===== src/brest_pkg.sv =====
// Shared constants for the battery resistance estimator.
`default_nettype none
package brest_pkg;

  localparam int unsigned FRAC_BITS_DEFAULT = 16;

  // Configuration register indexes
  localparam logic [1:0] REG_SENSE_EN = 2'd0;
  localparam logic [1:0] REG_TIME_CONST = 2'd1;
  localparam logic [1:0] REG_GAIN = 2'd2;

  localparam logic SENSE_EN_RESET = 1'b1;
  localparam logic [15:0] TIME_CONST_RESET = 16'd500;
  localparam logic [15:0] GAIN_RESET = 16'd6554;

  // Result status codes
  localparam logic [1:0] STATUS_UPDATED = 2'd0;
  localparam logic [1:0] STATUS_NO_CURRENT = 2'd1;
  localparam logic [1:0] STATUS_NO_DELTA = 2'd2;

  localparam logic [16:0] REST_MAX = 17'h1FFFF;
  localparam logic [16:0] WEIGHT_ONE = 17'h10000;

endpackage
`default_nettype wire


===== src/brest_div.sv =====
// Shared restoring divider, one quotient bit per cycle.
`default_nettype none
module brest_div #(
  parameter int unsigned NUM_W = 56,
  parameter int unsigned DEN_W = 34
) (
  input  wire logic             clk,
  input  wire logic             rst,
  input  wire logic             start,
  input  wire logic [NUM_W-1:0] num,
  input  wire logic [DEN_W-1:0] den,
  output logic                  done,
  output logic [NUM_W-1:0]      quo
);
  localparam int unsigned CNT_W = $clog2(NUM_W + 1);

  logic [DEN_W-1:0] rem;
  logic [DEN_W-1:0] den_r;
  logic [CNT_W-1:0] cnt;
  logic             busy;
  logic [DEN_W:0]   shifted;
  logic [DEN_W:0]   trial;
  logic             fits;

  assign shifted = {rem, quo[NUM_W-1]};
  assign trial = shifted - {1'b0, den_r};
  assign fits = shifted >= {1'b0, den_r};

  always_ff @(posedge clk) begin
    if (rst) begin
      busy <= 1'b0;
      done <= 1'b0;
      cnt <= '0;
    end else begin
      done <= 1'b0;
      if (start) begin
        rem <= '0;
        quo <= num;
        den_r <= den;
        cnt <= CNT_W'(NUM_W);
        busy <= 1'b1;
      end else if (busy) begin
        rem <= fits ? trial[DEN_W-1:0] : shifted[DEN_W-1:0];
        quo <= {quo[NUM_W-2:0], fits};
        cnt <= cnt - 1'b1;
        if (cnt == CNT_W'(1)) begin
          busy <= 1'b0;
          done <= 1'b1;
        end
      end
    end
  end
endmodule
`default_nettype wire


===== src/brest_mul.sv =====
// Shared shift-add multiplier, one multiplier bit per cycle.
`default_nettype none
module brest_mul #(
  parameter int unsigned A_W = 34,
  parameter int unsigned B_W = 18
) (
  input  wire logic               clk,
  input  wire logic               rst,
  input  wire logic               start,
  input  wire logic [A_W-1:0]     a,
  input  wire logic [B_W-1:0]     b,
  output logic                    done,
  output logic [A_W+B_W-1:0]      prod
);
  localparam int unsigned P_W = A_W + B_W;
  localparam int unsigned CNT_W = $clog2(B_W + 1);

  logic [P_W-1:0]   a_sh;
  logic [B_W-1:0]   b_sh;
  logic [CNT_W-1:0] cnt;
  logic             busy;

  always_ff @(posedge clk) begin
    if (rst) begin
      busy <= 1'b0;
      done <= 1'b0;
      cnt <= '0;
    end else begin
      done <= 1'b0;
      if (start) begin
        prod <= '0;
        a_sh <= P_W'(a);
        b_sh <= b;
        cnt <= CNT_W'(B_W);
        busy <= 1'b1;
      end else if (busy) begin
        if (b_sh[0]) begin
          prod <= prod + a_sh;
        end
        a_sh <= {a_sh[P_W-2:0], 1'b0};
        b_sh <= {1'b0, b_sh[B_W-1:1]};
        cnt <= cnt - 1'b1;
        if (cnt == CNT_W'(1)) begin
          busy <= 1'b0;
          done <= 1'b1;
        end
      end
    end
  end
endmodule
`default_nettype wire


===== src/battery_resistance_estimator_top.sv =====
// Battery internal resistance estimator: sequencer around a shared divider and multiplier.
//
// Input stream s_*: one battery sample per transaction, s_tdata holds from bit 0 up
// voltage_mv[15:0], current_ma[18:0] (signed), time_ms[31:0], zero padded to 72 bits.
// Output stream m_*: one result per sample, m_tdata holds resistance_q24[31:0] then
// resting_voltage_mv[16:0], zero padded to 56 bits; m_tuser carries the status.
// Config port: cfg_we writes cfg_data into register cfg_index (0 sensing enable,
// 1 filter time constant in ms, 2 blend gain Q0.16); write only while idle.
// Sequencing: a skipped sample passes from ST_CHECK straight to ST_OUT. An updated sample
// runs up to four divisions and six multiplications on the two shared serial units;
// s_tready is high only while the sequencer is idle, so one sample is in flight at a time.
// The result sits in an output register: the next sample is accepted while it waits,
// and a stalled receiver only holds the sequencer at its final step.
// Reset clears all estimator state to zero and loads the register defaults.
`default_nettype none
module battery_resistance_estimator_top #(
  parameter int unsigned FILTER_FRAC_BITS = brest_pkg::FRAC_BITS_DEFAULT
) (
  input  wire logic        clk,
  input  wire logic        rst,
  input  wire logic        s_tvalid,
  output logic             s_tready,
  input  wire logic [71:0] s_tdata,  // voltage_mv, current_ma, time_ms
  output logic             m_tvalid,
  input  wire logic        m_tready,
  output logic [55:0]      m_tdata,  // resistance_q24, resting_voltage_mv
  output logic [1:0]       m_tuser,  // status
  input  wire logic        cfg_we,
  input  wire logic [1:0]  cfg_index,
  input  wire logic [15:0] cfg_data
);
  import brest_pkg::*;

  localparam int unsigned FB = FILTER_FRAC_BITS;
  localparam int unsigned FI_W = 18 + FB;
  localparam int unsigned FV_W = 16 + FB;
  localparam int unsigned NUM_W = 40 + FB;
  localparam int unsigned DEN_W = 18 + FB;
  localparam int unsigned MA_W = (FI_W > 32) ? FI_W : 32;
  localparam int unsigned MB_W = (FB > 18) ? FB : 18;
  localparam int unsigned P_W = MA_W + MB_W;

  typedef enum logic [3:0] {
    ST_IDLE, ST_CHECK, ST_A, ST_GAIN, ST_W, ST_EST, ST_BLEND1, ST_BLEND2,
    ST_CAP, ST_FV, ST_FI, ST_REST, ST_OUT
  } state_t;

  state_t state;
  logic   go;
  logic   div_go;
  logic   mul_go;

  logic        sense_en;
  logic [15:0] time_const;
  logic [15:0] gain;

  logic [17:0]     peak;
  logic [FI_W-1:0] filt_i;
  logic [FV_W-1:0] filt_v;
  logic [15:0]     ref_v;
  logic [17:0]     ref_i;
  logic [31:0]     last_ms;
  logic [31:0]     res_est;
  logic [16:0]     rest_est;

  logic [15:0]     v_r;
  logic [17:0]     i_r;
  logic            i_nonpos;
  logic [31:0]     now_r;
  logic [1:0]      status;
  logic [15:0]     dt_r;
  logic [FB-1:0]   a_r;
  logic [FI_W-1:0] di_mag;
  logic            di_pos;
  logic [FV_W-1:0] dv_mag;
  logic            dv_pos;
  logic [16:0]     w_r;
  logic [31:0]     est_r;
  logic [31:0]     r_r;
  logic [48:0]     hold_r;

  logic [NUM_W-1:0] div_num;
  logic [DEN_W-1:0] div_den;
  logic             div_done;
  logic [NUM_W-1:0] div_quo;
  logic [MA_W-1:0]  mul_a;
  logic [MB_W-1:0]  mul_b;
  logic             mul_done;
  logic [P_W-1:0]   mul_prod;

  logic [FI_W-1:0] i_q;
  logic [FV_W-1:0] v_q;
  logic [31:0]     dt;
  logic [31:0]     quo_sat;
  logic            cap_needed;
  logic [49:0]     blend_sum;
  logic [26:0]     rest_sum;
  logic [FI_W-1:0] fi_step;
  logic [FV_W-1:0] fv_step;

  assign i_q = {i_r, FB'(0)};
  assign v_q = {v_r, FB'(0)};
  assign dt = now_r - last_ms;
  assign quo_sat = (|div_quo[NUM_W-1:32]) ? 32'hFFFF_FFFF : div_quo[31:0];
  assign cap_needed = (ref_v > v_r) && (i_r > ref_i);
  assign blend_sum = {1'b0, hold_r} + {1'b0, mul_prod[48:0]};
  assign rest_sum = {11'd0, v_r} + {1'b0, mul_prod[24 +: 26]};
  assign fi_step = mul_prod[FB +: FI_W];
  assign fv_step = mul_prod[FB +: FV_W];
  assign s_tready = (state == ST_IDLE);

  // Start only the unit that the current step waits on
  assign div_go = go && ((state == ST_A) || (state == ST_W) || (state == ST_EST) ||
                         (state == ST_CAP));
  assign mul_go = go && !div_go;

  always_comb begin
    div_num = '0;
    div_den = '0;
    unique case (state)
      ST_A: begin
        div_num = NUM_W'({dt_r, FB'(0)});
        div_den = DEN_W'({1'b0, dt_r} + {1'b0, time_const});
      end
      ST_W: begin
        div_num = NUM_W'(mul_prod[FB +: 34]);
        div_den = DEN_W'(peak);
      end
      ST_EST: begin
        div_num = {dv_mag, 24'd0};
        div_den = di_mag;
      end
      ST_CAP: begin
        div_num = NUM_W'({ref_v - v_r, 24'd0});
        div_den = DEN_W'(i_r - ref_i);
      end
      default: begin
        div_num = '0;
        div_den = '0;
      end
    endcase
  end

  always_comb begin
    mul_a = '0;
    mul_b = '0;
    unique case (state)
      ST_GAIN: begin
        mul_a = MA_W'(di_mag);
        mul_b = MB_W'(gain);
      end
      ST_BLEND1: begin
        mul_a = MA_W'(r_r);
        mul_b = MB_W'(WEIGHT_ONE - w_r);
      end
      ST_BLEND2: begin
        mul_a = MA_W'(est_r);
        mul_b = MB_W'(w_r);
      end
      ST_FV: begin
        mul_a = MA_W'(dv_mag);
        mul_b = MB_W'(a_r);
      end
      ST_FI: begin
        mul_a = MA_W'(di_mag);
        mul_b = MB_W'(a_r);
      end
      ST_REST: begin
        mul_a = MA_W'(r_r);
        mul_b = MB_W'(i_r);
      end
      default: begin
        mul_a = '0;
        mul_b = '0;
      end
    endcase
  end

  brest_div #(.NUM_W(NUM_W), .DEN_W(DEN_W)) u_div (
    .clk(clk), .rst(rst), .start(div_go), .num(div_num), .den(div_den),
    .done(div_done), .quo(div_quo)
  );

  brest_mul #(.A_W(MA_W), .B_W(MB_W)) u_mul (
    .clk(clk), .rst(rst), .start(mul_go), .a(mul_a), .b(mul_b),
    .done(mul_done), .prod(mul_prod)
  );

  always_ff @(posedge clk) begin
    if (rst) begin
      sense_en <= SENSE_EN_RESET;
      time_const <= TIME_CONST_RESET;
      gain <= GAIN_RESET;
    end else if (cfg_we) begin
      unique case (cfg_index)
        REG_SENSE_EN: sense_en <= cfg_data[0];
        REG_TIME_CONST: time_const <= cfg_data;
        REG_GAIN: gain <= cfg_data;
        default: ;
      endcase
    end
  end

  always_ff @(posedge clk) begin
    if (rst) begin
      state <= ST_IDLE;
      go <= 1'b0;
      m_tvalid <= 1'b0;
      peak <= '0;
      filt_i <= '0;
      filt_v <= '0;
      ref_v <= '0;
      ref_i <= '0;
      last_ms <= '0;
      res_est <= '0;
      rest_est <= '0;
    end else begin
      go <= 1'b0;
      if (m_tready) begin
        m_tvalid <= 1'b0;
      end
      unique case (state)
        ST_IDLE: begin
          if (s_tvalid) begin
            v_r <= s_tdata[15:0];
            i_r <= s_tdata[33:16];
            i_nonpos <= s_tdata[34] || (s_tdata[33:16] == 18'd0);
            now_r <= s_tdata[66:35];
            state <= ST_CHECK;
          end
        end
        ST_CHECK: begin
          if (!sense_en || i_nonpos) begin
            status <= STATUS_NO_CURRENT;
            state <= ST_OUT;
          end else begin
            if (i_r > peak) begin
              peak <= i_r;
            end
            if (i_q == filt_i) begin
              status <= STATUS_NO_DELTA;
              state <= ST_OUT;
            end else begin
              status <= STATUS_UPDATED;
              if (v_r > ref_v) begin
                ref_v <= v_r;
                ref_i <= i_r;
              end
              last_ms <= now_r;
              di_pos <= i_q > filt_i;
              di_mag <= (i_q > filt_i) ? i_q - filt_i : filt_i - i_q;
              dv_pos <= filt_v > v_q;
              dv_mag <= (filt_v > v_q) ? filt_v - v_q : v_q - filt_v;
              r_r <= res_est;
              dt_r <= dt[15:0];
              go <= 1'b1;
              if (dt >= {16'd0, time_const}) begin
                a_r <= FB'(1) << (FB - 1);
                state <= ST_GAIN;
              end else begin
                state <= ST_A;
              end
            end
          end
        end
        ST_A: begin
          if (div_done) begin
            a_r <= div_quo[FB-1:0];
            state <= ST_GAIN;
            go <= 1'b1;
          end
        end
        ST_GAIN: begin
          if (mul_done) begin
            state <= ST_W;
            go <= 1'b1;
          end
        end
        ST_W: begin
          if (div_done) begin
            if ((|div_quo[NUM_W-1:17]) || (div_quo[16:0] > WEIGHT_ONE)) begin
              w_r <= WEIGHT_ONE;
            end else begin
              w_r <= div_quo[16:0];
            end
            go <= 1'b1;
            if ((dv_mag != '0) && (dv_pos == di_pos)) begin
              state <= ST_EST;
            end else if (cap_needed) begin
              state <= ST_CAP;
            end else begin
              state <= ST_FV;
            end
          end
        end
        ST_EST: begin
          if (div_done) begin
            est_r <= quo_sat;
            state <= ST_BLEND1;
            go <= 1'b1;
          end
        end
        ST_BLEND1: begin
          if (mul_done) begin
            hold_r <= mul_prod[48:0];
            state <= ST_BLEND2;
            go <= 1'b1;
          end
        end
        ST_BLEND2: begin
          if (mul_done) begin
            r_r <= blend_sum[47:16];
            go <= 1'b1;
            state <= cap_needed ? ST_CAP : ST_FV;
          end
        end
        ST_CAP: begin
          if (div_done) begin
            if (quo_sat < r_r) begin
              r_r <= quo_sat;
            end
            state <= ST_FV;
            go <= 1'b1;
          end
        end
        ST_FV: begin
          if (mul_done) begin
            filt_v <= dv_pos ? filt_v - fv_step : filt_v + fv_step;
            res_est <= r_r;
            state <= ST_FI;
            go <= 1'b1;
          end
        end
        ST_FI: begin
          if (mul_done) begin
            filt_i <= di_pos ? filt_i + fi_step : filt_i - fi_step;
            state <= ST_REST;
            go <= 1'b1;
          end
        end
        ST_REST: begin
          if (mul_done) begin
            rest_est <= (|rest_sum[26:17]) ? REST_MAX : rest_sum[16:0];
            state <= ST_OUT;
          end
        end
        ST_OUT: begin
          if (!m_tvalid || m_tready) begin
            m_tdata <= {7'd0, (rest_est > {1'b0, v_r}) ? rest_est : {1'b0, v_r}, res_est};
            m_tuser <= status;
            m_tvalid <= 1'b1;
            state <= ST_IDLE;
          end
        end
        default: state <= ST_IDLE;
      endcase
    end
  end
endmodule
`default_nettype wire


===== config.mk =====
export PLATFORM = sky130hd
export DESIGN_NAME = battery_resistance_estimator_top
export DESIGN_NICKNAME = d
export VERILOG_FILES = /design/src/brest_pkg.sv /design/src/brest_div.sv /design/src/brest_mul.sv /design/src/battery_resistance_estimator_top.sv
export SDC_FILE = /design/constraint.sdc
export NUM_CORES = 2
export LEC_CHECK = 0
export ABC_AREA = 1
export BUFFER_PORTS_ARGS = -buffer_cell sky130_fd_sc_hd__buf_4
export CAP_MARGIN = 20
export CORE_ASPECT_RATIO = 1.1
export CORE_MARGIN = 4
export CORE_UTILIZATION = 26
export CTS_BUF_LIST = sky130_fd_sc_hd__clkbuf_8
export DETAILED_ROUTE_END_ITERATION = 10
export PLACE_DENSITY_LB_ADDON = 0.08
export SYNTH_ARGS = -nofsm -noshare
export SYNTH_HDL_FRONTEND = slang
export SYNTH_HIERARCHICAL = 1
export SYNTH_SLANG_ARGS = --single-unit
export TNS_END_PERCENT = 5

===== constraint.sdc =====
create_clock -name clk -period 6.4 [get_ports clk]
set_input_delay 0.64 -clock clk [delete_from_list [all_inputs] [get_ports clk]]
set_output_delay 0.64 -clock clk [all_outputs]
set_load 0.01 [all_outputs]

==> Word level (Yosys, flattened, before mapping) <==
Cells that the tools add are included.
{ "totals": {"register_bits": 848, "output_inout_bits": 60, "wordCells": 245} }
{ "op_classes": {"add_sub_neg": 19, "magnitude_cmp": 11, "n_eq_ne": 34, "n_mux": 71, "bitwise_logic": 5, "n_reduce_logical": 58} }
{ "ops": {"columns": ["op", "n"], "rows": [
  ["case mux 34 bit (4 select lines)", 2],
  ["two-way mux 32 bit", 8],
  ["case mux 56 bit (4 select lines)", 1],
  ["two-way mux 34 bit", 5],
  ["two-way mux 52 bit", 3],
  ["subtractor 34 bit", 4],
  ["subtractor 32 bit", 4],
  ["two-way mux 56 bit", 2],
  ["case mux 32 bit (3 select lines)", 1],
  ["case mux 18 bit (5 select lines)", 1],
  ["two-way mux 16 bit", 5],
  ["two-way mux 4 bit", 15],
  ["adder 52 bit", 1],
  ["case mux 4 bit (13 select lines)", 1],
  ["adder 48 bit", 1],
  ["OR reduction 39 bit", 1],
  ["greater-than comparator 18 bit", 2],
  ["two-way mux 18 bit", 2],
  ["greater-or-equal comparator 35 x 34 -> 1 bit", 1],
  ["adder 34 bit", 1],
  ["== test 34 bit", 1],
  ["greater-than comparator 34 bit", 1],
  ["adder 32 bit", 1],
  ["greater-or-equal comparator 32 x 16 -> 1 bit", 1],
  ["other kinds (52)", 133]
]} }

==> Logic depth before layout (Yosys ltp) <==
{ "depth": {"depth_word": 9, "depth_mapped": 27} }

==> Cells and area by module <==
The synthesis kept the hierarchy.
{ "modules_own_cells": {"columns": ["mod", "n_inst", "cells_per_inst", "area_each_um2"], "rows": [
  ["battery_resistance_estimator_top", 1, 5850, 43113.8],
  ["brest_mul", 1, 1360, 9410.3],
  ["brest_div", 1, 1047, 8190.4]
]} }

==> Worst setup path before layout <==
Ideal clock, no wire load.
{ "synth_path": {"kind": "reg-to-reg", "start": "register state[2]", "end": "register u_mul.prod[0], enable pin", "setup_ns": 0.413, "arrival_time_ns": 5.744, "slack_ns": 0.243, "path_stages_with_launch": 11, "n_path_buf": 1, "path_cell_list": "dfxtp_1 > nor2_1 > inv_2 > nor2_1 > a21oi_1 > nand2_1 > nor2_1 > clkbuf_1 > nor2_1 > nor2_1 > o21a_1"} }
{ "synth_between": {"elab_chain_cells": 9} }
{ "synth_lines": {"columns": ["item", "line", "source"], "rows": [
  ["start: declaration", "battery_resistance_estimator_top.sv:48", "state_t state;"],
  ["start signal: assignment", "battery_resistance_estimator_top.sv:314", "state <= cap_needed ? ST_CAP : ST_FV;"],
  ["== test 4 x 2 -> 1 bit or == test 4 x 3 -> 1 bit (tied branches)", "battery_resistance_estimator_top.sv:113", "assign div_go = go && ((state == ST_A) || (state == ST_W) || (state == ST_EST) ||"],
  ["logical OR 1 bit (2 in a row)", "battery_resistance_estimator_top.sv:113", null],
  ["logical OR 1 bit *", "battery_resistance_estimator_top.sv:113", null],
  ["logical AND 1 bit *", "battery_resistance_estimator_top.sv:113", null],
  ["zero test 1 bit *", "battery_resistance_estimator_top.sv:115", "assign mul_go = go && !div_go;"],
  ["logical AND 1 bit *", "battery_resistance_estimator_top.sv:115", null],
  ["named net mul_go", "battery_resistance_estimator_top.sv:51", "logic mul_go;"],
  ["nonzero test 2 bit (no source line)", null, null],
  ["AND reduction 3 bit (no source line) *", null, null],
  ["end signal: assignment", "brest_mul.sv:38", "prod <= prod + a_sh;"],
  ["end: declaration", "brest_mul.sv:13", "output logic [A_W+B_W-1:0] prod"]
]} }
Mark *: on every way through the listed nets, which the timed path passes. The rest lies on a longest branch.
A chain may end at the register's enable or synchronous reset.

==> Worst setup path after layout <==
{ "layout_path": {"start": "register u_mul.prod[17]", "end": "register filt_i[33]"} }
{ "layout_between": {"elab_chain_cells": 2} }
{ "layout_lines": {"columns": ["item", "line", "source"], "rows": [
  ["subtractor 34 bit or adder 34 bit (tied branches)", "battery_resistance_estimator_top.sv:336", "filt_i <= di_pos ? filt_i + fi_step : filt_i - fi_step;"],
  ["two-way mux 34 bit *", "battery_resistance_estimator_top.sv:336", null],
  ["end signal: assignment", "battery_resistance_estimator_top.sv:336", null],
  ["end: declaration", "battery_resistance_estimator_top.sv:58", "logic [FI_W-1:0] filt_i;"]
]} }
Mark *: on every way between the ends. The rest lies on a longest branch, timed or not.

==> results by group <==
CTS
  – CTS buffer count: 165
  – Clock Path Buffers: 3
  – Clock root buffer: clkbuf_8
  – CTS sink count: 844
  – Post-CTS setup repair buffer count: 0
  – Clock Pin Slew Worst Setup and Hold Paths: 0.07 ns
  – Hold_buf cts: 86
  – H-tree Lvls: 4
  – TritonCTS clock tree: built
  – Post-CTS sizing: 0
  – Clk Latency, worst-skew pair: 1.01 ns

Worst setup path
  – FF-to-FF End: filt_i[33]
  – Critical path class: flop to flop
  – Most used cell, CP: nor2_1
  – Startpoint Class: flop
  – Worst setup EP type: flop
  – CP Max Fanout: 5
  – Crit path buffers/inverters: 3
  – Max incr delay on CP: 0.59 ns
  – Cells along the critical path: inv_1, ha_1, nand3_1, nor2_1, nand2_1, nor3_4, nand2_2, nor2_1, inv_2, nor4_1, xor2_1, o21ai_0, ha_1, nand2_1, nor2_1, inv_1, nor4_1, o21ai_0, nand3_1, nor2_1, nor2_1, o21ai_1, a21oi_1
  – Worst Path Arrival: 5.88 ns
  – Worst path slowest cell: edfxtp_1
  – Top Family by Delay on Critical Path: simple AND/OR/NAND/NOR gates
  – Reg2reg start: u_mul/prod[17]
  – Worst reg2reg setup slack: 1.43 ns
  – R2R depth: 23
  – Req. time, crit path: 7.31 ns

Power and ir drop
  – Switching pwr: 7.84 mW
  – P_int: 11.3 mW
  – Sw frac: 41.0%
  – PD cells: 276 nW/µm²
  – Reg power frac: 36.6%
  – Comb pwr share: 34.5%
  – Maximum vdd ir drop: 0.000191 V
  – Clock network power share: 28.9%
  – Pleak: 31.2 nW
  – Overall power: 19.1 mW

Global route
  – GRT busiest layer: met2
  – First-pass GRT wire length: 383000 µm
  – Vias in the first global route: 54400
  – Met3 Usage GRT: 2.75%
  – Initial antenna violation count: 23
  – Grt met2 use: 35.4%
  – Largest net degree at the start of global routing: 91
  – Gr usage total: 21.8%
  – GR Overflow Total: 0
  – Grt met1 use: 30.1%

Detailed routing
  – Initial DRT Pass Iterations: 6
  – Avg WL per Cell: 22.9 µm
  – Post-route ant nets: 0
  – Via-to-Cell Ratio: 4.78
  – Drt drc: 0
  – Starting DRC count in detailed routing: 4565
  – Via count: 56000
  – WL final: 268000 µm

Worst hold path
  – Hold path start: s_tvalid
  – Hold Path Depth: 4
  – HP Class: primary input to flop
  – Hold Path Sink: i_r[3]

Floorplanning
  – Die Area: 240000 µm²
  – Initial cell density of the core: 26.1%
  – I/O pin total: 155
  – Die W: 468 µm
  – Core Region: 231000 µm²
  – Die H: 513 µm
  – Num rows: 185

Timing
  – Clock skew: 0.0630 ns
  – Tmin final: 4.97 ns
  – Setup violators final: 0
  – Relative max-transition margin: 23.4%
  – Setup WS post-layout: 1.43 ns
  – Hold Fails Final Rpt: 0
  – Tcrit/Tclk final: 77.6%
  – RSZ-0062 raised after global routing: false
  – Least-Margin Pin Slew: 1.14 ns
  – Setup TNS: 0 ns
  – Achievable Freq: 201 MHz
  – Slew Limit Fails: 0

Synth
  – Synthesized instance count: 8209
  – Synth warn: 6
  – Syn_area_per_cell: 7.36 µm²
  – Synthesized area: 60400 µm²

Run status
  – Status: finished, final reports clean

Placed design
  – GPL Wtd Cong: 0.909
  – # port buffers: 142
  – Pre-CTS WS: 1.47 ns
  – Placed cell count: 11300
  – HPWL Detailed: 214000 µm

Flow run
  – MaxCap Viol Count: 0

Cells and area
  – Fraction of layout cells with a size suffix above 1: 8.48%
  – Final std cells w/o fill: 11700
  – Area Overhead vs Synth: 14.8%
  – Fillers: 25500
  – Final nets: 9038
  – Final core utilization: 30.0%
## area by class of cell
| type | instances | area [µm²] | area share [%] |
|---|---|---|---|
| diodes | 9 | 22.5 | 0.0325 |
| clock buffers | 176 | 2420 | 3.49 |
| clock inverters | 126 | 759 | 1.10 |
| inverters | 1262 | 4750 | 6.85 |
| multi-input cells | 5891 | 32000 | 46.1 |
| flip-flops and latches | 844 | 22800 | 32.9 |
| well taps | 3085 | 3860 | 5.57 |
| repair buffers | 324 | 2710 | 3.91 |
## per-stage QoR
| step | cell area [µm²] | hold WS [ns] |
|---|---|---|
| global route | 69300 | 0.263 |
| finish | 69300 | 0.325 |
| global placement | 65200 | 0.410 |
| detailed placement | 65200 | 0.408 |
| floorplan | 60400 | 0.400 |
| CTS | 69300 | 0.204 |
## cells in the final DEF (no fill, tap or decap), types with 36 or more instances in the layout
cell           count
nand3_1          266
a31oi_1           47
o2111ai_1         51
dfxtp_1          253
clkbuf_8         176
xor2_1           153
dlygate4sd3_1     86
nor2_2            61
o21ai_0          514
nand2_1         2205
nor4_1            38
ha_1             444
buf_4            233
nor3_1            65
inv_2             37
nand2_2           41
nor2_1           736
a21oi_1          641
o21ai_1           56
o21bai_1          56
inv_1           1273
edfxtp_1         591
or2_2             36
nand4_1           81
xnor2_1           46
## power groups by stage
stage	clock [mW]	sequential [mW]	combinational (mW)
finish	5.53	6.99	6.59
global route	5.98	7.02	7.35
floorplan	0	6.90	4.22
global placement	0	7.10	6.53
CTS	5.77	6.99	6.61
detailed placement	0	7.10	6.53
## how the worst max path moves through the flow
stage | from | end | slack, ns | cells after the start
5_1_grt | u_mul/prod[17] | filt_i[31] | 0.88 | 25
3_5_place_dp | u_mul/prod[17] | filt_i[33] | 1.47 | 23
6_report | u_mul/prod[17] | filt_i[33] | 1.43 | 23
4_1_cts | u_mul/prod[17] | filt_i[33] | 1.47 | 23
3_3_place_gp | u_mul/prod[17] | filt_i[33] | 1.33 | 23
2_1_floorplan | state[2] | u_mul/prod[0] | 0.38 | 10
## per-layer routing
metal / share of wire, % / up-vias
li1: - / 27700
met1: 46 / 26500
met2: 46 / 1530
met3: 5.0 / 309
met4: 3.0 / 0
met5: 0 / -
## registers in the layout, indices dropped and copies added (netlist names), 34 cells and up
signal / flops
di_mag: 34
filt_i: 34
hold_r: 48
m_tdata: 49
u_div/den_r: 34
u_div/quo: 56
u_div/rem: 34
u_mul/a_sh: 50
u_mul/prod: 50
## worst register-to-register path, cell delays in order (launching register included)
cell	delay, ns
edfxtp_1	0.59
inv_1	0.23
ha_1	0.22
nand3_1	0.17
nor2_1	0.12
nand2_1	0.14
nor3_4	0.20
nand2_2	0.15
nor2_1	0.21
inv_2	0.06
nor4_1	0.31
xor2_1	0.25
o21ai_0	0.27
ha_1	0.48
nand2_1	0.14
nor2_1	0.14
inv_1	0.10
nor4_1	0.43
o21ai_0	0.16
nand3_1	0.13
nor2_1	0.05
nor2_1	0.16
o21ai_1	0.07
a21oi_1	0.14
No activity file was read; power rests on OpenSTA's default activity.
